===== src/rtl/ohm_ram.sv =====
// generic single-write, single-read ram with registered read
`default_nettype none
module ohm_ram #(
  parameter int WIDTH = 8,
  parameter int DEPTH = 16
) (
  input  wire logic                     clk_i,
  input  wire logic                     we_i,
  input  wire logic [$clog2(DEPTH)-1:0] waddr_i,
  input  wire logic [WIDTH-1:0]         wdata_i,
  input  wire logic [$clog2(DEPTH)-1:0] raddr_i,
  output logic      [WIDTH-1:0]         rdata_o
);
  logic [WIDTH-1:0] mem [DEPTH];

  // write port
  always_ff @(posedge clk_i) begin
    if (we_i) begin
      mem[waddr_i] <= wdata_i;
    end
  end

  // registered read port
  always_ff @(posedge clk_i) begin
    rdata_o <= mem[raddr_i];
  end
endmodule
`default_nettype wire


===== config.mk =====
export PLATFORM = sky130hd
export DESIGN_NAME = ohm_ram
export DESIGN_NICKNAME = d
export VERILOG_FILES = /design/src/rtl/ohm_ram.sv
export SDC_FILE = /design/constraint.sdc
export NUM_CORES = 1
export LEC_CHECK = 0
export ABC_AREA = 1
export BUFFER_PORTS_ARGS = -buffer_cell sky130_fd_sc_hd__buf_2
export CORE_MARGIN = 3
export CORE_UTILIZATION = 30
export DETAILED_ROUTE_END_ITERATION = 8
export SLEW_MARGIN = 25
export SYNTH_ARGS = -nofsm -noshare
export SYNTH_HDL_FRONTEND = slang
export SYNTH_SLANG_ARGS = --single-unit

===== constraint.sdc =====
create_clock -name clk_i -period 3.67 [get_ports clk_i]
set_clock_uncertainty 0.2 [all_clocks]
set_input_delay 0.734 -clock clk_i [delete_from_list [all_inputs] [get_ports clk_i]]
set_output_delay 0.734 -clock clk_i [all_outputs]
set_load 0.1 [all_outputs]

==> results.toml <==
[synthesis]
yosysSeqAreaShare = 0.6943
synth.net_count = 569
syn_area_per_cell_sq_um = 10.47
ys.flop_type = "edfxtp_1"
yosysTopAreaCell = "edfxtp_1"
synth-async-reset-ratio = 0
yosysMostFrequentCell = "nand2_1"
synth_area_leaders = "edfxtp_1 (67%), nand2_1 (11%), nand3_1 (8.4%)"
netlist_area_sq_um = 5767
synth_edf_count = 128
synth_cell_types = 12
netlist.area_leader.share = 0.6665
synth_warnings = 0
synth_cells = 551
synth_seq_cells = 136
synthTopCellsByCount = "nand2_1 (173), edfxtp_1 (128), inv_1 (100), nand3_1 (97), nor2_1 (17)"

[critical_path]
path_delay_family = "buffers and inverters"
cp_num_buf_inv = 1
end_kind = "primary output"
critPathMaxStageDelay_ns = 0.44
critPathLaunchType = "flip-flop"
path_max_fanout = 1
arrival_ns = 1.23
criticalPathCategory = "reg -> out"
worstPathRequired_ns = 2.74
worstPathCellList = "buf_2"
cp_slowest_cell = "buf_2"

[sta]
slew_violations = 0
relSlewSlack = 0.3783
max_freq_mhz = 463.0
setup_viol = 0
rsz0062_at_grt = "no"
hold_violations = 0
tightest_slew_ns = 0.9290
period_needed_ns = 2.160
setup_tns_ns = 0
finalCritPeriodShare = 0.5886

[die]
initial_utilization = 0.3073
io_pins = 26
die_height_um = 144.6
num_rows = 50
die-area_sq_um = 20920
core_area_sq_um = 18770
die_w_um = 144.6

[drt]
vias = 3684
first_iter_violations = 420
routedWlPerCell_um = 15.92
wl_um = 13070
ant_nets = 0
firstDrtPassIters = 5
viasPerCell = 4.487
drc_errors = 0

[worst_hold_path]
hold_class = "reg -> reg"

[clock_network]
ctsHoldBuffers = 0
cts_tree = "built"
root_buffer = "clkbuf_16"
htreeDepth = 4
cts-resized-gates = 0
path_clk_slew_ns = 0.06
postCtsSetupBuffers = 0
cts.sinks = 136
clockBufferDepth = 2
clock_latency_ns = 0.42
cts_buffers = 17

[final_layout]
synthToLayoutAreaGrowth_pct = 15.69
drive_gt1_frac = 0.09029
diodes = 0
nNetsFinal = 592
final_util = 0.3555

[grt]
grt_pass1_vias = 3585
grt_first_pass_wirelength_um = 20300
antenna_found_initial = 0
overflow = 0
gr-usage-all-layers = 0.1334
grt_start_max_net_pins = 65

[power]
leakagePower_uw = 0.002831
p_per_area_nw_per_um2 = 574.3
ir_worst_vdd_uv = 413.3

[job]
max_cap_viol_count = 0

[outcome]
outcome = "finished clean"

[place]
gp_congestion = 0.7628
hpwl_um = 7601
portBuffers = 25
report_power, final:
| part | switching (uW) | leakage (uW) | internal, uW |
|---|---|---|---|
| Combinational | 221 | 0.00131 | 56.8 |
| Clock | 612 | 0.000297 | 1190 |
| Sequential | 10.5 | 0.00122 | 1740 |
| Total | 844 | 0.00283 | 2990 |
cells in the final DEF, fill, tap and decap left out:
cell type,synthesis,layout
nand2_1,173,173
edfxtp_1,128,128
inv_1,100,100
nand3_1,97,97
buf_2,13,25
nor2_1,17,17
clkbuf_16,0,17
dfxtp_1,8,8
clkinv_1,0,5
bufinv_16,0,5
clkbuf_1,0,4
inv_2,2,2
nand3b_1,2,2
buf_4,4,2
clkinv_4,0,1
buf_12,0,1
flip-flops by register name, summed over array words and instances, names as in the netlist:
signal / flops
rdata_o: 8
mem: 128
area by class of cell:
| cell class | instances | area [sq um] |
|---|---|---|
| inverters | 102 | 382.9 |
| flip-flops and latches | 136 | 4004 |
| clock buffers | 21 | 440.4 |
| clock inverters | 11 | 177.7 |
| multi-input cells | 289 | 1214 |
| well taps | 234 | 292.8 |
| fillers | 1884 | 12100 |
| repair buffers | 28 | 160.2 |
cells by family (layout without fill, tap and decap cells):
logic type,Yosys count,after routing,share of synthesized area
buffers and inverters,126,162,0.09525
DFF,136,136,0.6943
and+or+nand+nor,289,289,0.2105
worst paths after layout:
path / slack [ns] / cells after the start / startpoint / to
worst max-delay path: 1.51 / 1 / rdata_o[3] / rdata_o[3]
worst min-delay path: 0.45 / 6 / mem[12][1] / rdata_o[1]
worst max register to register: 2.36 / 6 / mem[1][7] / rdata_o[7]
worst min register to register: 0.45 / 6 / mem[12][1] / rdata_o[1]
stage by stage:
stage	instance area, sq um	worst slack (ns)	hold WS [ns]	total power (uW)	instances
floorplan	5767	1.785	0.4074	1973	551
global placement	6053	1.214	0.4515	2057	789
detailed placement	6053	1.217	0.4528	2059	789
CTS	6671	1.492	0.4587	3853	821
global route	6671	1.467	0.4865	3948	821
finish	6671	1.510	0.4546	3831	821
worst register-to-register path, cell delays in order, from the launching register on:
cell and delay, ns:
edfxtp_1 0.38, inv_1 0.06, nand2_1 0.04, nand3_1 0.11
nand3_1 0.16, nand3_1 0.19, nand2_1 0.07
metal layers:
layer	wire length, um	track usage	part of all wire
met1	6026	0.1850	0.46
met2	5888	0.1992	0.45
met3	976	0.04001	0.075
met4	179	0.04762	0.014
met5	0	0	0
(Power assumes the default switching activity.)
