File: config.mk
export PLATFORM = sky130hd
export DESIGN_NAME = ohm_keyfold
export DESIGN_NICKNAME = d
export VERILOG_FILES = /design/src/rtl/ohm_pkg.sv /design/src/rtl/ohm_keyfold.sv
export SDC_FILE = /design/constraint.sdc
export NUM_CORES = 1
export LEC_CHECK = 0
export BUFFER_PORTS_ARGS = -buffer_cell sky130_fd_sc_hd__buf_2
export CAP_MARGIN = 20
export CELL_PAD_IN_SITES_DETAIL_PLACEMENT = 1
export CELL_PAD_IN_SITES_GLOBAL_PLACEMENT = 1
export CORE_MARGIN = 1.5
export CORE_UTILIZATION = 23
export DETAILED_ROUTE_END_ITERATION = 10
export GPL_TIMING_DRIVEN = 1
export PLACE_DENSITY_LB_ADDON = 0.1
export SLEW_MARGIN = 20
export SYNTH_ARGS = -nofsm -noshare
export SYNTH_HDL_FRONTEND = slang
export SYNTH_SLANG_ARGS = --single-unit
File: constraint.sdc
create_clock -name vclk -period 3.4
set_clock_uncertainty 0.05 [all_clocks]
set_input_delay 0.85 -clock vclk [all_inputs]
set_output_delay 0.85 -clock vclk [all_outputs]
set_load 0.02 [all_outputs]
File: src/rtl/ohm_pkg.sv
// shared types and constants for the open addressing hash map
`default_nettype none
package ohm_pkg;

  // command codes
  localparam logic [2:0] CMD_SET    = 3'd0;
  localparam logic [2:0] CMD_ADD    = 3'd1;
  localparam logic [2:0] CMD_GET    = 3'd2;
  localparam logic [2:0] CMD_REMOVE = 3'd3;
  localparam logic [2:0] CMD_CLEAR  = 3'd4;

  // status codes
  localparam logic [1:0] ST_DONE    = 2'd0;
  localparam logic [1:0] ST_ABSENT  = 2'd1;
  localparam logic [1:0] ST_PRESENT = 2'd2;
  localparam logic [1:0] ST_FULL    = 2'd3;

  // configuration register indexes
  localparam logic REG_CAPACITY = 1'b0;
  localparam logic REG_KEY_MODE = 1'b1;

  // slot tag codes
  localparam logic [31:0] TAG_EMPTY = 32'd0;
  localparam logic [31:0] TAG_TOMB  = 32'd1;

  localparam int CNT_OUT_W = 11;
  localparam logic [3:0] CAP_RESET = 4'd6;

  // folded key and its slot tag
  typedef struct packed {
    logic [31:0] tag;
    logic [63:0] key;
  } hash_t;

endpackage
`default_nettype wire

File: src/rtl/ohm_keyfold.sv
// key masking, hash fold and tag forming
`default_nettype none
module ohm_keyfold #(
  parameter int KEY_WIDTH = 64
) (
  input  wire logic          [63:0] key_i,
  input  wire logic                 mode_i,
  output ohm_pkg::hash_t            hk_o
);
  localparam logic [63:0] KeyMask = {64{1'b1}} >> (64 - KEY_WIDTH);

  logic [63:0] k;
  logic [31:0] h;

  // 32-bit identity in mode 0, low xor high in mode 1
  always_comb begin
    k = mode_i ? (key_i & KeyMask) : {32'd0, key_i[31:0]};
    h = k[31:0] ^ k[63:32];
    hk_o.key = k;
    hk_o.tag = (h < 32'd2) ? (h + 32'd2) : h;
  end
endmodule
`default_nettype wire
==> results.sh, run 1 <==
export IMPL_outcome="finished, violations left"
export IMPL_violations="setup timing"
export IMPL_p_int_mw=0.179
export IMPL_fill_cells=827
export IMPL_dp_hpwl_mm=4.75
export IMPL_die_area_um2=7070
export IMPL_p_leak_nw=1.32
export IMPL_fin_nets=427
export IMPL_viasPerCell=4.68
export IMPL_syn_cell_area_um2=1510
export IMPL_ys_seq_area_frac=0
export IMPL_finish_utilization=0.399
export IMPL_powerDensity_nw_per_um2=167
export IMPL_yosysWarnings=0
export IMPL_peakVddDrop_mv=0.0615
export IMPL_post_route_min_period_ps=3420
export IMPL_die_h_um=84.1
export IMPL_worst_slack_ps=-19.3
export IMPL_num_rows=29
export IMPL_hp_class="input pin to output pin"
export IMPL_slew_limit_headroom=0.813
export IMPL_critPathKind="input pin to output pin"
export IMPL_critPathLaunchType="input pin"
export IMPL_syn_avg_cell_area_um2=7.04
export IMPL_fmax_ghz=0.292
export IMPL_wl_per_cell_um=13.0
export IMPL_grt_pass1_wl_mm=8.22
export IMPL_gp_congestion=0.705
export IMPL_hold_buffers=0
export IMPL_cp_max_fo=4
export IMPL_p_clk_frac=0
export IMPL_finalWirelength_mm=5.69
export IMPL_setup_tns_ps=-19.3
export IMPL_synth_nets=281
export IMPL_grtUsageTotal=0.133
export IMPL_finalHoldViolations=0
export IMPL_diodes=0
export IMPL_endpoint="hk_o[66]"
export IMPL_rsz0062_at_grt="true"
export IMPL_layout_drive_gt1_share=0.588
export IMPL_grt_max_degree=31
export IMPL_core_area_um2=6350
export IMPL_route_detailed_drc=0
export IMPL_seq_cells=0
export IMPL_endpoint_kind="output pin"
export IMPL_synth_cells=215
export IMPL_overflow=0
export IMPL_fin_crit_sh=1.01
export IMPL_antenna_found_initial=0
export IMPL_first_pass_iters=3
export IMPL_worstSetupStartpoint="key_i[47]"
export IMPL_seq_power_share=0
export IMPL_register_area_um2=0
export IMPL_grt_pass1_vias=1794
export IMPL_area_delta_synth_final_pct=67.7
export IMPL_worstMarginPinSlew_ps=276
export IMPL_initial_core_util=0.238
export IMPL_antenna_left=0
export IMPL_drt_iter0_drc=23
export IMPL_port_buffers=161
export IMPL_netSwitchingFraction=0.578
export IMPL_yosysUniqueCellTypes=27
export IMPL_required_ps=2500
export IMPL_finalSetupViolCount=1
export IMPL_maxCapViolations=0
export IMPL_place_ws_ps=-126
export IMPL_nClkBuffers=0
export IMPL_p_switching_mw=0.245
export IMPL_crit_arrival_ps=2520
export IMPL_num_vias=2041
export IMPL_maxSlewViolCount=0
export IMPL_power_frac_comb=1.000
export IMPL_fp_dieW_um=84.1
export IMPL_io_pins=161
## logic make-up after synthesis
kind of cell	synth area share
buf+inv	0.197
compound gates	0.187
simple gates	0.336
fa+ha+maj	0.00827
xor+xnor	0.272
## how the worst min path moves through the flow
stage / cells past startpoint / to / startpoint / slack (ps)
5_1_grt: 2 / hk_o[0] / key_i[0] / 1910
3_5_place_dp: 2 / hk_o[0] / key_i[0] / 1900
6_report: 2 / hk_o[0] / key_i[0] / 1900
4_1_cts: 2 / hk_o[0] / key_i[0] / 1900
3_3_place_gp: 2 / hk_o[0] / key_i[0] / 1900
2_1_floorplan: 1 / hk_o[0] / key_i[0] / 1760
## metal layers
layer	global-route usage	vias to the layer above	share of wire
met3	0.0218	0	0.076
met4	0	0	0
met5	0	-	0
li1	-	1019	-
met1	0.151	946	0.38
met2	0.271	76	0.54
## worst max-delay path: stages
cell,delay [ps]
buf_6,100
and4bb_2,300
a31o_4,100
a22oi_2,40
or4_4,570
o41ai_2,350
buf_4,200
## per-stage QoR
step                instances  power [mW]  hold WS (ps)  area (um2)
global placement          434       0.398          1900        2330
global route              436       0.456          1910        2540
CTS                       434       0.407          1900        2370
finish                    436       0.424          1900        2540
detailed placement        434       0.401          1900        2330
floorplan                 215       0.244          1760        1530
## synthesized netlist by cell type (all sizes together)
| cell type | instances | area [um2] |
|---|---|---|
| a22oi | 10 | 75.1 |
| or4 | 2 | 18.8 |
| nor2 | 15 | 56.3 |
| a32oi | 5 | 43.8 |
| nand2 | 10 | 37.5 |
| xnor2 | 16 | 140 |
| and2 | 30 | 188 |
| nand3 | 3 | 15.0 |
| nor4bb | 8 | 80.1 |
| or4b | 1 | 10.0 |
| and4bb | 5 | 62.6 |
| buf | 34 | 253 |
| o21ai | 15 | 75.1 |
| a31o | 6 | 52.6 |
| nand4 | 5 | 31.3 |
| inv | 7 | 26.3 |
| o41ai | 2 | 17.5 |
| xor2 | 31 | 272 |
| a21oi | 1 | 5.00 |
| o22ai | 1 | 6.26 |
| ha | 1 | 12.5 |
| clkbuf | 5 | 18.8 |
| nand4b | 1 | 8.76 |
| o31ai | 1 | 7.51 |
## power by group through the flow
stage / logic, mW / clock network (mW) / registers (mW)
after floorplan: 0.244 / 0 / 0
after global placement: 0.398 / 0 / 0
after detailed placement: 0.401 / 0 / 0
after CTS: 0.407 / 0 / 0
after global routing: 0.456 / 0 / 0
final: 0.424 / 0 / 0
## cell type report
class / count / area (um2) / share of cell area
inverter: 7 / 26.3 / 0.0104
timing repair buffer: 183 / 1080 / 0.425
tap: 77 / 96.3 / 0.0380
multi-input combinational: 169 / 1340 / 0.526
## timing repair
action / CTS / global route
resized for setup: 9 / 27
pin swaps: 7 / 13
endpoints found under the setup margin: 3 / 3
buffers inserted: 0 / 1
cloned: 0 / 1
## cell usage in the layout (no fill, tap or decap)
master,instances
nor4bb_2,4
clkbuf_4,1
buf_12,3
xor2_1,31
or4_4,2
buf_8,2
buf_6,4
a22oi_2,2
a31o_4,1
a22oi_1,8
o41ai_2,2
nor2_1,15
o31ai_2,1
a32oi_2,2
nand2_4,1
a31o_2,5
nand4b_1,1
o21ai_2,1
and4bb_2,4
a21oi_1,1
inv_1,7
and4bb_1,1
nor4bb_1,3
a32oi_1,3
o22ai_1,1
xnor2_2,1
xnor2_1,15
nand4_1,5
ha_1,1
nand3_1,3
buf_2,152
o21ai_0,14
buf_4,20
clkbuf_16,1
nand2_1,9
and2_1,30
or4b_4,1
nor4bb_4,1
(Power assumes the default switching activity.)
==> inputs of run 2 (changes only) <==
CORE_ASPECT_RATIO = 0.75   (was default)
==> run 2 against run 1 <==
Against the previous run: the run now ends clean; count of clock-buffer cells in the layout is the same; critical path type unchanged; non-clock buffer count up 2; total power increased by 1.3%; die area is essentially flat; sequential share of layout area did not move; cell count grew 1.4%; setup slack better by 26 ps; via count shrank 0.34%; highest routed layer is now met4; critical endpoint is now hk_o[67]; first-iteration DRC count is the same; routed wire length rose by 1.5%; core utilization up 0.59 points; combinational power grew 1%.
==> results.sh, run 2 (synthesis gave the netlist of run 1 again) <==
export IMPL_finish_utilization=0.405
export IMPL_num_rows=25
export IMPL_antenna_found_initial=0
export IMPL_powerDensity_nw_per_um2=168
export IMPL_worstSetupStartpoint="mode_i"
export IMPL_fin_nets=429
export IMPL_finalWirelength_mm=5.77
export IMPL_critPathKind="input pin to output pin"
export IMPL_final_cells=442
export IMPL_grtUsageTotal=0.147
export IMPL_die_h_um=73.2
export IMPL_overflow=0
export IMPL_fin_crit_sh=0.998
export IMPL_total_power_mw=0.430
export IMPL_rsz0062_at_grt="true"
export IMPL_register_area_um2=0
export IMPL_peakVddDrop_mv=0.0576
export IMPL_hold_buffers=0
export IMPL_nClkBuffers=0
export IMPL_drt_iter0_drc=23
export IMPL_required_ps=2500
export IMPL_endpoint_kind="output pin"
export IMPL_dp_hpwl_mm=4.79
export IMPL_maxCapViolations=0
export IMPL_layout_drive_gt1_share=0.596
export IMPL_initial_core_util=0.239
export IMPL_fmax_ghz=0.295
export IMPL_critPathLaunchType="input pin"
export IMPL_wl_per_cell_um=13.1
export IMPL_hold_ws_ps=1890
export IMPL_post_route_min_period_ps=3390
export IMPL_placed_cells=439
export IMPL_gp_congestion=0.711
export IMPL_maxSlewViolCount=0
export IMPL_core_area_um2=6320
export IMPL_port_buffers=161
export IMPL_io_pins=161
export IMPL_viasPerCell=4.60
export IMPL_p_leak_nw=1.33
export IMPL_antenna_left=0
export IMPL_min_delay_start="key_i[0]"
export IMPL_crit_arrival_ps=2490
export IMPL_fp_dieW_um=96.6
export IMPL_grt_max_degree=18
export IMPL_area_delta_synth_final_pct=69.3
export IMPL_grt_pass1_wl_mm=9.04
export IMPL_diodes=0
export IMPL_cp_max_fo=7
export IMPL_worstMarginPinSlew_ps=254
export IMPL_grt_pass1_vias=1931
export IMPL_num_vias=2034
export IMPL_finalHoldViolations=0
export IMPL_finalSetupViolCount=0
export IMPL_layout_common_cells="155 x buf_2, 31 x xor2_1, 30 x and2_1, 22 x buf_4, 15 x nor2_1"
export IMPL_die_area_um2=7080
export IMPL_mostFrequentLayoutCell="buf_2"
export IMPL_route_detailed_drc=0
export IMPL_outcome="finished, final reports clean"
export IMPL_first_pass_iters=4
export IMPL_hp_class="input pin to output pin"
export IMPL_seq_cells=0
export IMPL_slew_limit_headroom=0.829
==> run 2: cell count changes in the layout (fill, tap and decap cells not counted), moves of 2 or more <==
cell      change
o21ai_0       -5
buf_6         -4
o21ai_2       +4
buf_2         +3
buf_16        +2
buf_4         +2
nor4bb_1      +2
==> run 2: worst paths after layout <==
check             slack (ps)       end  cells past startpoint
setup / recovery           7  hk_o[67]                      7
hold / removal          1890   hk_o[0]                      2
==> run 2: worst max-delay path, stage by stage <==
cell and delay, ps:
buf_12 110, buf_12 110, or4b_4 450, a32oi_2 200, nand4_1 220, o41ai_2 340
buf_4 200
==> run 2: metal layers <==
layer,wire [um],GRT usage
met2,2720,0.267
met3,397,0.0172
met5,0,0
met4,14,0.00483
met1,2640,0.199
==> run 2: timing repair <==
item | in CTS | in global routing
cloned | 2 | 0
pin swaps | 11 | 8
setup buffers | 0 | 1
gates resized for setup | 19 | 22
endpoints found under the setup margin | 3 | 3
==> run 2: power by group <==
| part | switching, mW | internal, mW |
|---|---|---|
| sequential | 0 | 0 |
| combinational | 0.247 | 0.182 |
| clock | 0 | 0 |
==> run 2: area by class of cell <==
type	count	area, um2
Fill cell	858	3760
Inverter	7	26.3
Multi-Input combinational cell	169	1340
Tap cell	81	101
Timing Repair Buffer	185	1090
==> run 2: stage by stage <==
stage          setup WS (ps)  cell area, um2  TNS (ps)
6_report                6.66            2560         0
5_1_grt                -61.4            2560      -121
4_1_cts                -35.6            2460     -59.7
3_5_place_dp            -170            2350      -385
3_3_place_gp           -64.3            2350      -118
2_1_floorplan           -125            1530      -127
